<file path="config.mk">
export PLATFORM = sky130hd
export DESIGN_NAME = golden_section_minimizer
export DESIGN_NICKNAME = d
export VERILOG_FILES = /design/src/rtl/gsm_pkg.sv /design/src/rtl/gsm_golden.sv /design/src/rtl/gsm_step.sv /design/src/rtl/golden_section_minimizer.sv
export SDC_FILE = /design/constraint.sdc
export NUM_CORES = 2
export LEC_CHECK = 0
export ABC_CLOCK_PERIOD_IN_PS = 58800
export BUFFER_PORTS_ARGS = -buffer_cell sky130_fd_sc_hd__buf_4
export CORE_UTILIZATION = 25
export DETAILED_ROUTE_END_ITERATION = 8
export MAX_ROUTING_LAYER = met4
export PLACE_DENSITY = 0.44
export SETUP_SLACK_MARGIN = 0.2
export SLEW_MARGIN = 20
export SYNTH_ARGS = -nofsm -noshare
export SYNTH_HDL_FRONTEND = slang
export SYNTH_SLANG_ARGS = --single-unit
</file>
<file path="constraint.sdc">
create_clock -name clk -period 58.8 [get_ports clk]
set_input_delay 11.76 -clock clk [delete_from_list [all_inputs] [get_ports clk]]
set_output_delay 11.76 -clock clk [all_outputs]
set_load 0.005 [all_outputs]
</file>
<file path="src/rtl/gsm_pkg.sv">
package gsm_pkg;

    localparam int unsigned CNT_W              = 10;
    localparam int unsigned MAX_ITERATIONS_DEF = 1000;
    localparam int unsigned TOL_W              = 31;
    localparam int unsigned PT_W               = 32;

    localparam logic [TOL_W-1:0] TOL_RESET = 31'd66;

    // 2 - phi as a q0.32 fraction
    localparam logic [30:0] RESPHI_Q32 = 31'd1640531527;

    typedef logic [1:0] slot_t;

    localparam slot_t SLOT_A = 2'd0;
    localparam slot_t SLOT_B = 2'd1;
    localparam slot_t SLOT_C = 2'd2;
    localparam slot_t SLOT_X = 2'd3;

    typedef enum logic
    {
        ACT_START = 1'b0,
        ACT_REPLY = 1'b1
    } action_t;

    typedef enum logic [1:0]
    {
        KIND_EVAL   = 2'd0,
        KIND_ANSWER = 2'd1,
        KIND_FLAT   = 2'd2,
        KIND_LIMIT  = 2'd3
    } kind_t;

    typedef struct packed
    {
        action_t                action;
        logic signed [PT_W-1:0] lower_bound;
        logic signed [PT_W-1:0] upper_bound;
        logic signed [PT_W-1:0] function_value;
    } cmd_t;

    typedef struct packed
    {
        kind_t                  kind;
        logic signed [PT_W-1:0] point;
    } rsp_t;

    typedef struct packed
    {
        logic                       busy;
        logic [CNT_W-1:0]           iteration_count;
        slot_t                      pending_point;
        logic [3:0]                 value_valid;
        logic [3:0][PT_W-1:0]       known_values;
        logic signed [PT_W-1:0]     point_a;
        logic signed [PT_W-1:0]     point_b;
        logic signed [PT_W-1:0]     point_c;
        logic signed [PT_W-1:0]     point_x;
    } gsm_state_t;

endpackage

</file>
<file path="src/rtl/gsm_golden.sv">
module gsm_golden
    import gsm_pkg::*;
(
    input  logic signed [PT_W:0]   diff,
    output logic signed [PT_W-1:0] part
);

    logic [PT_W:0]     mag;
    logic [2*PT_W-1:0] prod;
    logic [2*PT_W-1:0] rounded;
    logic [PT_W-1:0]   part_mag;

    // round to nearest in magnitude, ties away from zero
    assign mag      = diff[PT_W] ? (PT_W+1)'(-diff) : (PT_W+1)'(diff);
    assign prod     = {{(PT_W-1){1'b0}}, mag} * {{(PT_W+1){1'b0}}, RESPHI_Q32};
    assign rounded  = prod + {{PT_W{1'b0}}, 1'b1, {(PT_W-1){1'b0}}};
    assign part_mag = rounded[2*PT_W-1:PT_W];
    assign part     = diff[PT_W] ? $signed(-part_mag) : $signed(part_mag);

endmodule

</file>
<file path="src/rtl/gsm_step.sv">
module gsm_step
    import gsm_pkg::*;
#(
    parameter int unsigned MAX_ITERATIONS = MAX_ITERATIONS_DEF
)
(
    input  gsm_state_t       st,
    input  cmd_t             cmd,
    input  logic [TOL_W-1:0] tolerance,
    output gsm_state_t       st_next,
    output logic             emit,
    output rsp_t             rsp
);

    gsm_state_t             adv;
    logic                   go;
    logic                   adv_emit;
    rsp_t                   adv_rsp;

    logic [CNT_W-1:0]       cnt_new;
    logic signed [PT_W:0]   width;
    logic [PT_W:0]          width_abs;
    logic signed [PT_W:0]   sum_ac;
    logic signed [PT_W+1:0] d_right;
    logic signed [PT_W+1:0] d_left;
    logic                   right_long;
    logic signed [PT_W:0]   golden_diff;
    logic signed [PT_W-1:0] golden_part;
    logic signed [PT_W-1:0] x_new;

    // start, or store the reply, ask for a missing value, or move bracket
    always_comb
    begin
        logic [3:0][PT_W-1:0]   kv;
        logic [3:0]             vv;
        logic [3:0][PT_W-1:0]   pts;
        logic signed [PT_W:0]   sum_lh;
        logic signed [PT_W+1:0] dcb;
        logic signed [PT_W+1:0] dba;
        logic                   rl;
        logic                   xlt;
        logic                   x_eq_b;
        slot_t                  sa;
        slot_t                  sb;
        slot_t                  sc;

        adv      = st;
        go       = 1'b0;
        adv_emit = 1'b0;
        adv_rsp  = '{kind: KIND_EVAL, point: '0};
        kv       = st.known_values;
        vv       = st.value_valid;
        pts      = '0;
        sa       = SLOT_A;
        sb       = SLOT_B;
        sc       = SLOT_C;
        sum_lh   = {cmd.lower_bound[PT_W-1], cmd.lower_bound}
                 + {cmd.upper_bound[PT_W-1], cmd.upper_bound};
        dcb      = {{2{st.point_c[PT_W-1]}}, st.point_c} - {{2{st.point_b[PT_W-1]}}, st.point_b};
        dba      = {{2{st.point_b[PT_W-1]}}, st.point_b} - {{2{st.point_a[PT_W-1]}}, st.point_a};
        rl       = dcb > dba;
        xlt      = 1'b0;
        x_eq_b   = 1'b0;

        if (cmd.action == ACT_START)
        begin
            adv.point_a         = cmd.lower_bound;
            adv.point_c         = cmd.upper_bound;
            adv.point_b         = sum_lh[PT_W:1];
            adv.point_x         = '0;
            adv.value_valid     = '0;
            adv.pending_point   = SLOT_A;
            adv.iteration_count = '0;
            adv.busy            = 1'b1;
            go                  = 1'b1;
        end
        else if (st.busy)
        begin
            kv[st.pending_point] = cmd.function_value;
            vv                   = st.value_valid | (4'b0001 << st.pending_point);
            adv.known_values     = kv;
            adv.value_valid      = vv;
            x_eq_b               = kv[SLOT_X] == kv[SLOT_B];
            xlt                  = $signed(kv[SLOT_X]) < $signed(kv[SLOT_B]);

            if (!vv[SLOT_X])
            begin
                adv.pending_point = SLOT_X;
                adv_emit          = 1'b1;
                adv_rsp           = '{kind: KIND_EVAL, point: st.point_x};
            end
            else if (!vv[SLOT_B])
            begin
                adv.pending_point = SLOT_B;
                adv_emit          = 1'b1;
                adv_rsp           = '{kind: KIND_EVAL, point: st.point_b};
            end
            else if (x_eq_b && !vv[SLOT_A])
            begin
                adv.pending_point = SLOT_A;
                adv_emit          = 1'b1;
                adv_rsp           = '{kind: KIND_EVAL, point: st.point_a};
            end
            else if (x_eq_b && !vv[SLOT_C])
            begin
                adv.pending_point = SLOT_C;
                adv_emit          = 1'b1;
                adv_rsp           = '{kind: KIND_EVAL, point: st.point_c};
            end
            else if (x_eq_b && kv[SLOT_A] == kv[SLOT_C] && kv[SLOT_A] == kv[SLOT_B])
            begin
                adv.busy = 1'b0;
                adv_emit = 1'b1;
                adv_rsp  = '{kind: KIND_FLAT, point: '0};
            end
            else
            begin
                if (xlt)
                begin
                    sa = rl ? SLOT_B : SLOT_A;
                    sb = SLOT_X;
                    sc = rl ? SLOT_C : SLOT_B;
                end
                else
                begin
                    sa = rl ? SLOT_A : SLOT_X;
                    sb = SLOT_B;
                    sc = rl ? SLOT_X : SLOT_C;
                end
                pts[SLOT_A] = st.point_a;
                pts[SLOT_B] = st.point_b;
                pts[SLOT_C] = st.point_c;
                pts[SLOT_X] = st.point_x;
                adv.point_a = pts[sa];
                adv.point_b = pts[sb];
                adv.point_c = pts[sc];
                adv.known_values[SLOT_A] = kv[sa];
                adv.known_values[SLOT_B] = kv[sb];
                adv.known_values[SLOT_C] = kv[sc];
                adv.value_valid[SLOT_A]  = vv[sa];
                adv.value_valid[SLOT_B]  = vv[sb];
                adv.value_valid[SLOT_C]  = vv[sc];
                adv.value_valid[SLOT_X]  = 1'b0;
                go = 1'b1;
            end
        end
    end

    // new search step on the bracket left by the first half
    assign cnt_new   = adv.iteration_count + 1'b1;
    assign width     = {adv.point_c[PT_W-1], adv.point_c} - {adv.point_a[PT_W-1], adv.point_a};
    assign width_abs = width[PT_W] ? (PT_W+1)'(-width) : (PT_W+1)'(width);
    assign sum_ac    = {adv.point_a[PT_W-1], adv.point_a} + {adv.point_c[PT_W-1], adv.point_c};
    assign d_right   = {{2{adv.point_c[PT_W-1]}}, adv.point_c}
                     - {{2{adv.point_b[PT_W-1]}}, adv.point_b};
    assign d_left    = {{2{adv.point_b[PT_W-1]}}, adv.point_b}
                     - {{2{adv.point_a[PT_W-1]}}, adv.point_a};
    assign right_long  = d_right > d_left;
    // b - g(b - a) equals b + g(a - b), since the rounding is symmetric
    assign golden_diff = right_long ? d_right[PT_W:0] : (PT_W+1)'(-d_left);
    assign x_new       = adv.point_b + golden_part;

    gsm_golden u_golden
    (
        .diff (golden_diff),
        .part (golden_part)
    );

    always_comb
    begin
        st_next = adv;
        emit    = adv_emit;
        rsp     = adv_rsp;
        if (go)
        begin
            st_next.iteration_count = cnt_new;
            emit                    = 1'b1;
            if (cnt_new >= CNT_W'(MAX_ITERATIONS))
            begin
                st_next.busy = 1'b0;
                rsp          = '{kind: KIND_LIMIT, point: '0};
            end
            else if (width_abs < {2'b00, tolerance})
            begin
                st_next.busy = 1'b0;
                rsp          = '{kind: KIND_ANSWER, point: sum_ac[PT_W:1]};
            end
            else
            begin
                st_next.point_x             = x_new;
                st_next.value_valid[SLOT_X] = 1'b0;
                st_next.pending_point       = SLOT_X;
                rsp                         = '{kind: KIND_EVAL, point: x_new};
            end
        end
    end

endmodule

</file>
<file path="src/rtl/golden_section_minimizer.sv">
// golden section minimizer, q16.16 fixed point
// flow: a taken command item waits in the input register, runs through the step logic
//   once the result register is free or drained, and its result item is registered there
// throughput: one command item per cycle unless stalled; the state loop (bracket
//   select, golden multiply, add) is combinational, so replies go back to back
// reset: rst_n asynchronous active low; idle, empty pipeline, tolerance = 66
module golden_section_minimizer
    import gsm_pkg::*;
#(
    parameter int unsigned MAX_ITERATIONS = MAX_ITERATIONS_DEF
)
(
    input  logic             clk,
    input  logic             rst_n,
    input  logic             cmd_valid,
    output logic             cmd_stall,
    input  cmd_t             cmd,
    output logic             rsp_valid,
    input  logic             rsp_stall,
    output rsp_t             rsp,
    input  logic             tol_write,
    input  logic [TOL_W-1:0] tol_data
);

    // input register: one command item waiting for the step logic
    cmd_t             cmd_reg;
    cmd_t             cmd_next;
    logic             cmd_full_reg;
    logic             cmd_full_next;

    // search state: bracket points, learned values, count, busy flag
    gsm_state_t       state_reg;
    gsm_state_t       state_next;

    // result register, parts the two sides
    rsp_t             rsp_reg;
    rsp_t             rsp_next;
    logic             rsp_valid_reg;
    logic             rsp_valid_next;

    logic [TOL_W-1:0] tol_reg;
    logic [TOL_W-1:0] tol_next;

    gsm_state_t       step_state;
    logic             step_emit;
    rsp_t             step_rsp;

    logic             fire;
    logic             accept;

    // the held item runs when the result register is free or being drained
    assign fire      = cmd_full_reg && (!rsp_valid_reg || !rsp_stall);
    assign cmd_stall = cmd_full_reg && !fire;
    assign accept    = cmd_valid && !cmd_stall;

    gsm_step
    #(
        .MAX_ITERATIONS (MAX_ITERATIONS)
    )
    u_step
    (
        .st        (state_reg),
        .cmd       (cmd_reg),
        .tolerance (tol_reg),
        .st_next   (step_state),
        .emit      (step_emit),
        .rsp       (step_rsp)
    );

    always_comb
    begin
        cmd_next       = accept ? cmd : cmd_reg;
        cmd_full_next  = accept ? 1'b1 : (fire ? 1'b0 : cmd_full_reg);
        state_next     = fire ? step_state : state_reg;
        tol_next       = tol_write ? tol_data : tol_reg;
        rsp_next       = rsp_reg;
        rsp_valid_next = rsp_valid_reg && rsp_stall;
        if (fire)
        begin
            // a reply while idle produces no item
            rsp_valid_next = step_emit;
            if (step_emit)
            begin
                rsp_next = step_rsp;
            end
        end
    end

    always_ff @(posedge clk or negedge rst_n)
    begin
        if (!rst_n)
        begin
            cmd_full_reg  <= 1'b0;
            state_reg     <= '0;
            rsp_valid_reg <= 1'b0;
            tol_reg       <= TOL_RESET;
        end
        else
        begin
            cmd_full_reg  <= cmd_full_next;
            state_reg     <= state_next;
            rsp_valid_reg <= rsp_valid_next;
            tol_reg       <= tol_next;
        end
    end

    // payload registers, no reset
    always_ff @(posedge clk)
    begin
        cmd_reg <= cmd_next;
        rsp_reg <= rsp_next;
    end

    assign rsp_valid = rsp_valid_reg;
    assign rsp       = rsp_reg;

endmodule

</file>
==> qor.yml <==
layout:
  seq_area_mm2: 0.0116
  largest_register_ffs: 273
  nFillCells: 26045
  finalNetCount: 8250
  drive_gt1_frac: 0.103
  area_growth_pct: 11.5
  multi_input_area_mm2: 0.0446
drt:
  wl_met3_um: 13600
  drt_iter0_markers: 4380
  wl_met2_um: 102000
  vias: 52253
  maxUsedRoutingLayer: "met4"
  ant_nets: 0
  drtPass1Iterations: 6
  drc_errors: 0
  viasPerCell: 5.09
  met1_length_um: 117000
  wirelength_um: 238000
  wire_per_inst_um: 23.2
grt:
  grt_max_degree: 121
  grt_usage: 0.197
  grt_pass1_vias: 50968
  grt_pass1_wl_um: 351000
  antenna_found_initial: 14
  grt.overflow.total: 0
clocking:
  cts_tree: "built"
  cts.clk_slew.worst_paths_ns: 0.07
  cts_max_level: 2
  cts_buffer_depth: 3
  clkSinkCount: 437
  cts_resized: 0
  cts.hold.buffers_added: 0
  clock-root-buffer: "clkbuf_16"
  cts_setup_buffers: 0
  cts-buffers-inserted: 56
  insertion_delay_ns: 0.71
worst_hold_path:
  hp-class: "register to register"
  hold-path-cell-count: 2
  holdCritStartpoint: "state_reg[248]$_DFFE_PN0P_"
  hold_path_end: "state_reg[248]$_DFFE_PN0P_"
floorplan:
  die_w_um: 496
  ioPinCount: 169
  die-area_mm2: 0.246
  row_count: 181
  dieHeight_um: 496
  initial_utilization: 0.251
  coreArea_mm2: 0.243
synthesis:
  netlist_instances: 6978
  synth_area_leaders: "ha_1, dfrtp_1, fa_1, edfxtp_1, inv_1"
  ys_async_sr_fraction: 0.700
  synth.cell_area_mm2: 0.0611
  ys.flop_type: "dfrtp_1"
  ys_types: 110
  yosysSeqAreaShare: 0.190
  synth_fp_nets: 8211
  synth.ff_latch_count: 437
  synth.top_cell.area_share: 0.164
  synth_warnings: 0
  synth_top_cell_by_area: "ha_1"
  synth_edf_count: 131
  syn_avg_cell_area_um2: 8.75
sta:
  setup_violations: 0
  rsz0062_at_grt: "false"
  period_share: 0.537
  max_slew_margin: 0.236
  setup_tns_ns: 0
  clock_skew_ns: 0.0663
  period_needed_ns: 31.60
  tightest_slew_ns: 1.14
  finalMaxSlewViolations: 0
  timing.final.hold_violations: 0
  clock.fmax_mhz: 31.6
worst_setup_path:
  crit_top_cell: "o21ai_0"
  ff2ff_path_depth: 120
  cp.required_ns: 59.22
  cp_num_buf_inv: 9
  r2r_slack_ns: 27.20
  start_kind: "register"
  critPathMaxStageDelay_ns: 0.80
  path_class: "register to register"
  crit_arrival_ns: 32.02
  cp-end-kind: "register"
  r2r_start: "state_reg[65]$_DFFE_PN0P_"
  cp_max_fo: 20
  slowest_stage: "nor4b_1"
  path_delay_family: "compound AO/OA/AOI/OAI gates"
  rr_endpoint: "rsp[30]$_DFFE_PP_"
run_status:
  status: "complete, no violations"
placement:
  gp_congestion: 0.975
  port-buffer-count: 168
  hpwl_um: 190000
flow_run:
  drv_cap: 0
[layer usage]
metal / global-route usage / up-vias
li1: - / 24515
met1: 0.282 / 25909
met2: 0.293 / 1593
met3: 0.0267 / 236
met4: 0.0391 / 0
met5: - / -
[layout make-up]
class,instances,area share
multi-input cells,5251,0.656
clock buffers,65,0.0218
well taps,3202,0.0588
flip-flops and latches,437,0.170
repair buffers,292,0.0324
clock inverters,40,0.00673
inverters,979,0.0540
diodes,9,0.000331
[stage by stage]
step / area (µm²) / utilization / setup WS [ns] / std cells / hold slack (ns)
finish: 68100 / 0.280 / 27.20 / 10275 / 0.480
global route: 68100 / 0.280 / 24.87 / 10270 / 0.499
CTS: 68000 / 0.280 / 27.45 / 10266 / 0.485
detailed placement: 66100 / 0.272 / 27.62 / 10161 / 0.471
global placement: 66100 / 0.272 / 27.87 / 10161 / 0.462
floorplan: 61100 / - / 31.58 / 6978 / 0.450
[layout by cell type, fill, tap and decap left out, drive strengths merged, types with 59 or more instances in the layout]
cell type,instances
o211ai,67
dfrtp,304
a211oi,68
a31oi,62
nor2,397
nor2b,59
fa,302
edfxtp,131
mux2,98
mux4,128
nand3,114
nor3,112
a21o,125
buf,292
ha,798
xnor2,334
clkbuf,65
nand2,600
inv,981
a21oi,295
o21ai,482
mux2i,209
xor2,119
[cell families after synthesis]
kind of cell             Yosys count  share of synthesized area
multiplexers                     435                     0.0996
AO/OA/AOI/OAI                   1579                      0.169
flip-flops                       437                      0.190
buffers and inverters           1290                     0.0820
XOR/XNOR                         454                     0.0656
adder cells (fa/ha/maj)         1103                      0.263
AND/OR/NAND/NOR                 1680                      0.131
[tightest hold or removal path, cell delays in order (launching register included)]
cell and delay [ns]:
dfrtp_1 0.34, nand2_1 0.04, o21ai_0 0.06
[Yosys cell counts, types with 24 or more instances]
| library cell | count |
|---|---|
| a22o_1 | 48 |
| a21o_1 | 125 |
| nor2b_1 | 59 |
| nor4_1 | 39 |
| fa_1 | 302 |
| a21oi_1 | 292 |
| mux2_2 | 97 |
| mux2i_1 | 209 |
| o211ai_1 | 66 |
| and2_1 | 40 |
| a21boi_0 | 34 |
| o31ai_1 | 24 |
| inv_1 | 970 |
| nand4_1 | 44 |
| mux4_2 | 128 |
| nand2b_1 | 49 |
| dfrtp_1 | 304 |
| a211oi_1 | 66 |
| o21bai_1 | 36 |
| a31oi_1 | 62 |
| and3_1 | 39 |
| o21a_1 | 47 |
| nand2_1 | 600 |
| nand3_1 | 114 |
| or2_2 | 33 |
| nor3b_1 | 32 |
| nor2_1 | 393 |
| o21ai_0 | 475 |
| or3_1 | 44 |
| nor3_1 | 108 |
| a221oi_1 | 33 |
| clkbuf_1 | 228 |
| xnor2_1 | 332 |
| o22ai_1 | 43 |
| buf_2 | 34 |
| ha_1 | 798 |
| edfxtp_1 | 131 |
| a221o_1 | 42 |
| xor2_1 | 119 |
[worst max-delay path by stage]
stage	from	end	slack, ns	cells after the start
after CTS	state_reg[65]$_DFFE_PN0P_	rsp[30]$_DFFE_PP_	27.45	120
after global placement	state_reg[64]$_DFFE_PN0P_	rsp[30]$_DFFE_PP_	27.87	125
after floorplan	state_reg[65]$_DFFE_PN0P_	rsp[30]$_DFFE_PP_	31.58	125
final	state_reg[65]$_DFFE_PN0P_	rsp[30]$_DFFE_PP_	27.20	120
after global routing	state_reg[65]$_DFFE_PN0P_	rsp[30]$_DFFE_PP_	24.87	120
after detailed placement	state_reg[65]$_DFFE_PN0P_	rsp[30]$_DFFE_PP_	27.62	120
Power is left out: the tool's default activity adds up to more than one toggle a clock period on the data nets, which glitch-free logic cannot reach.
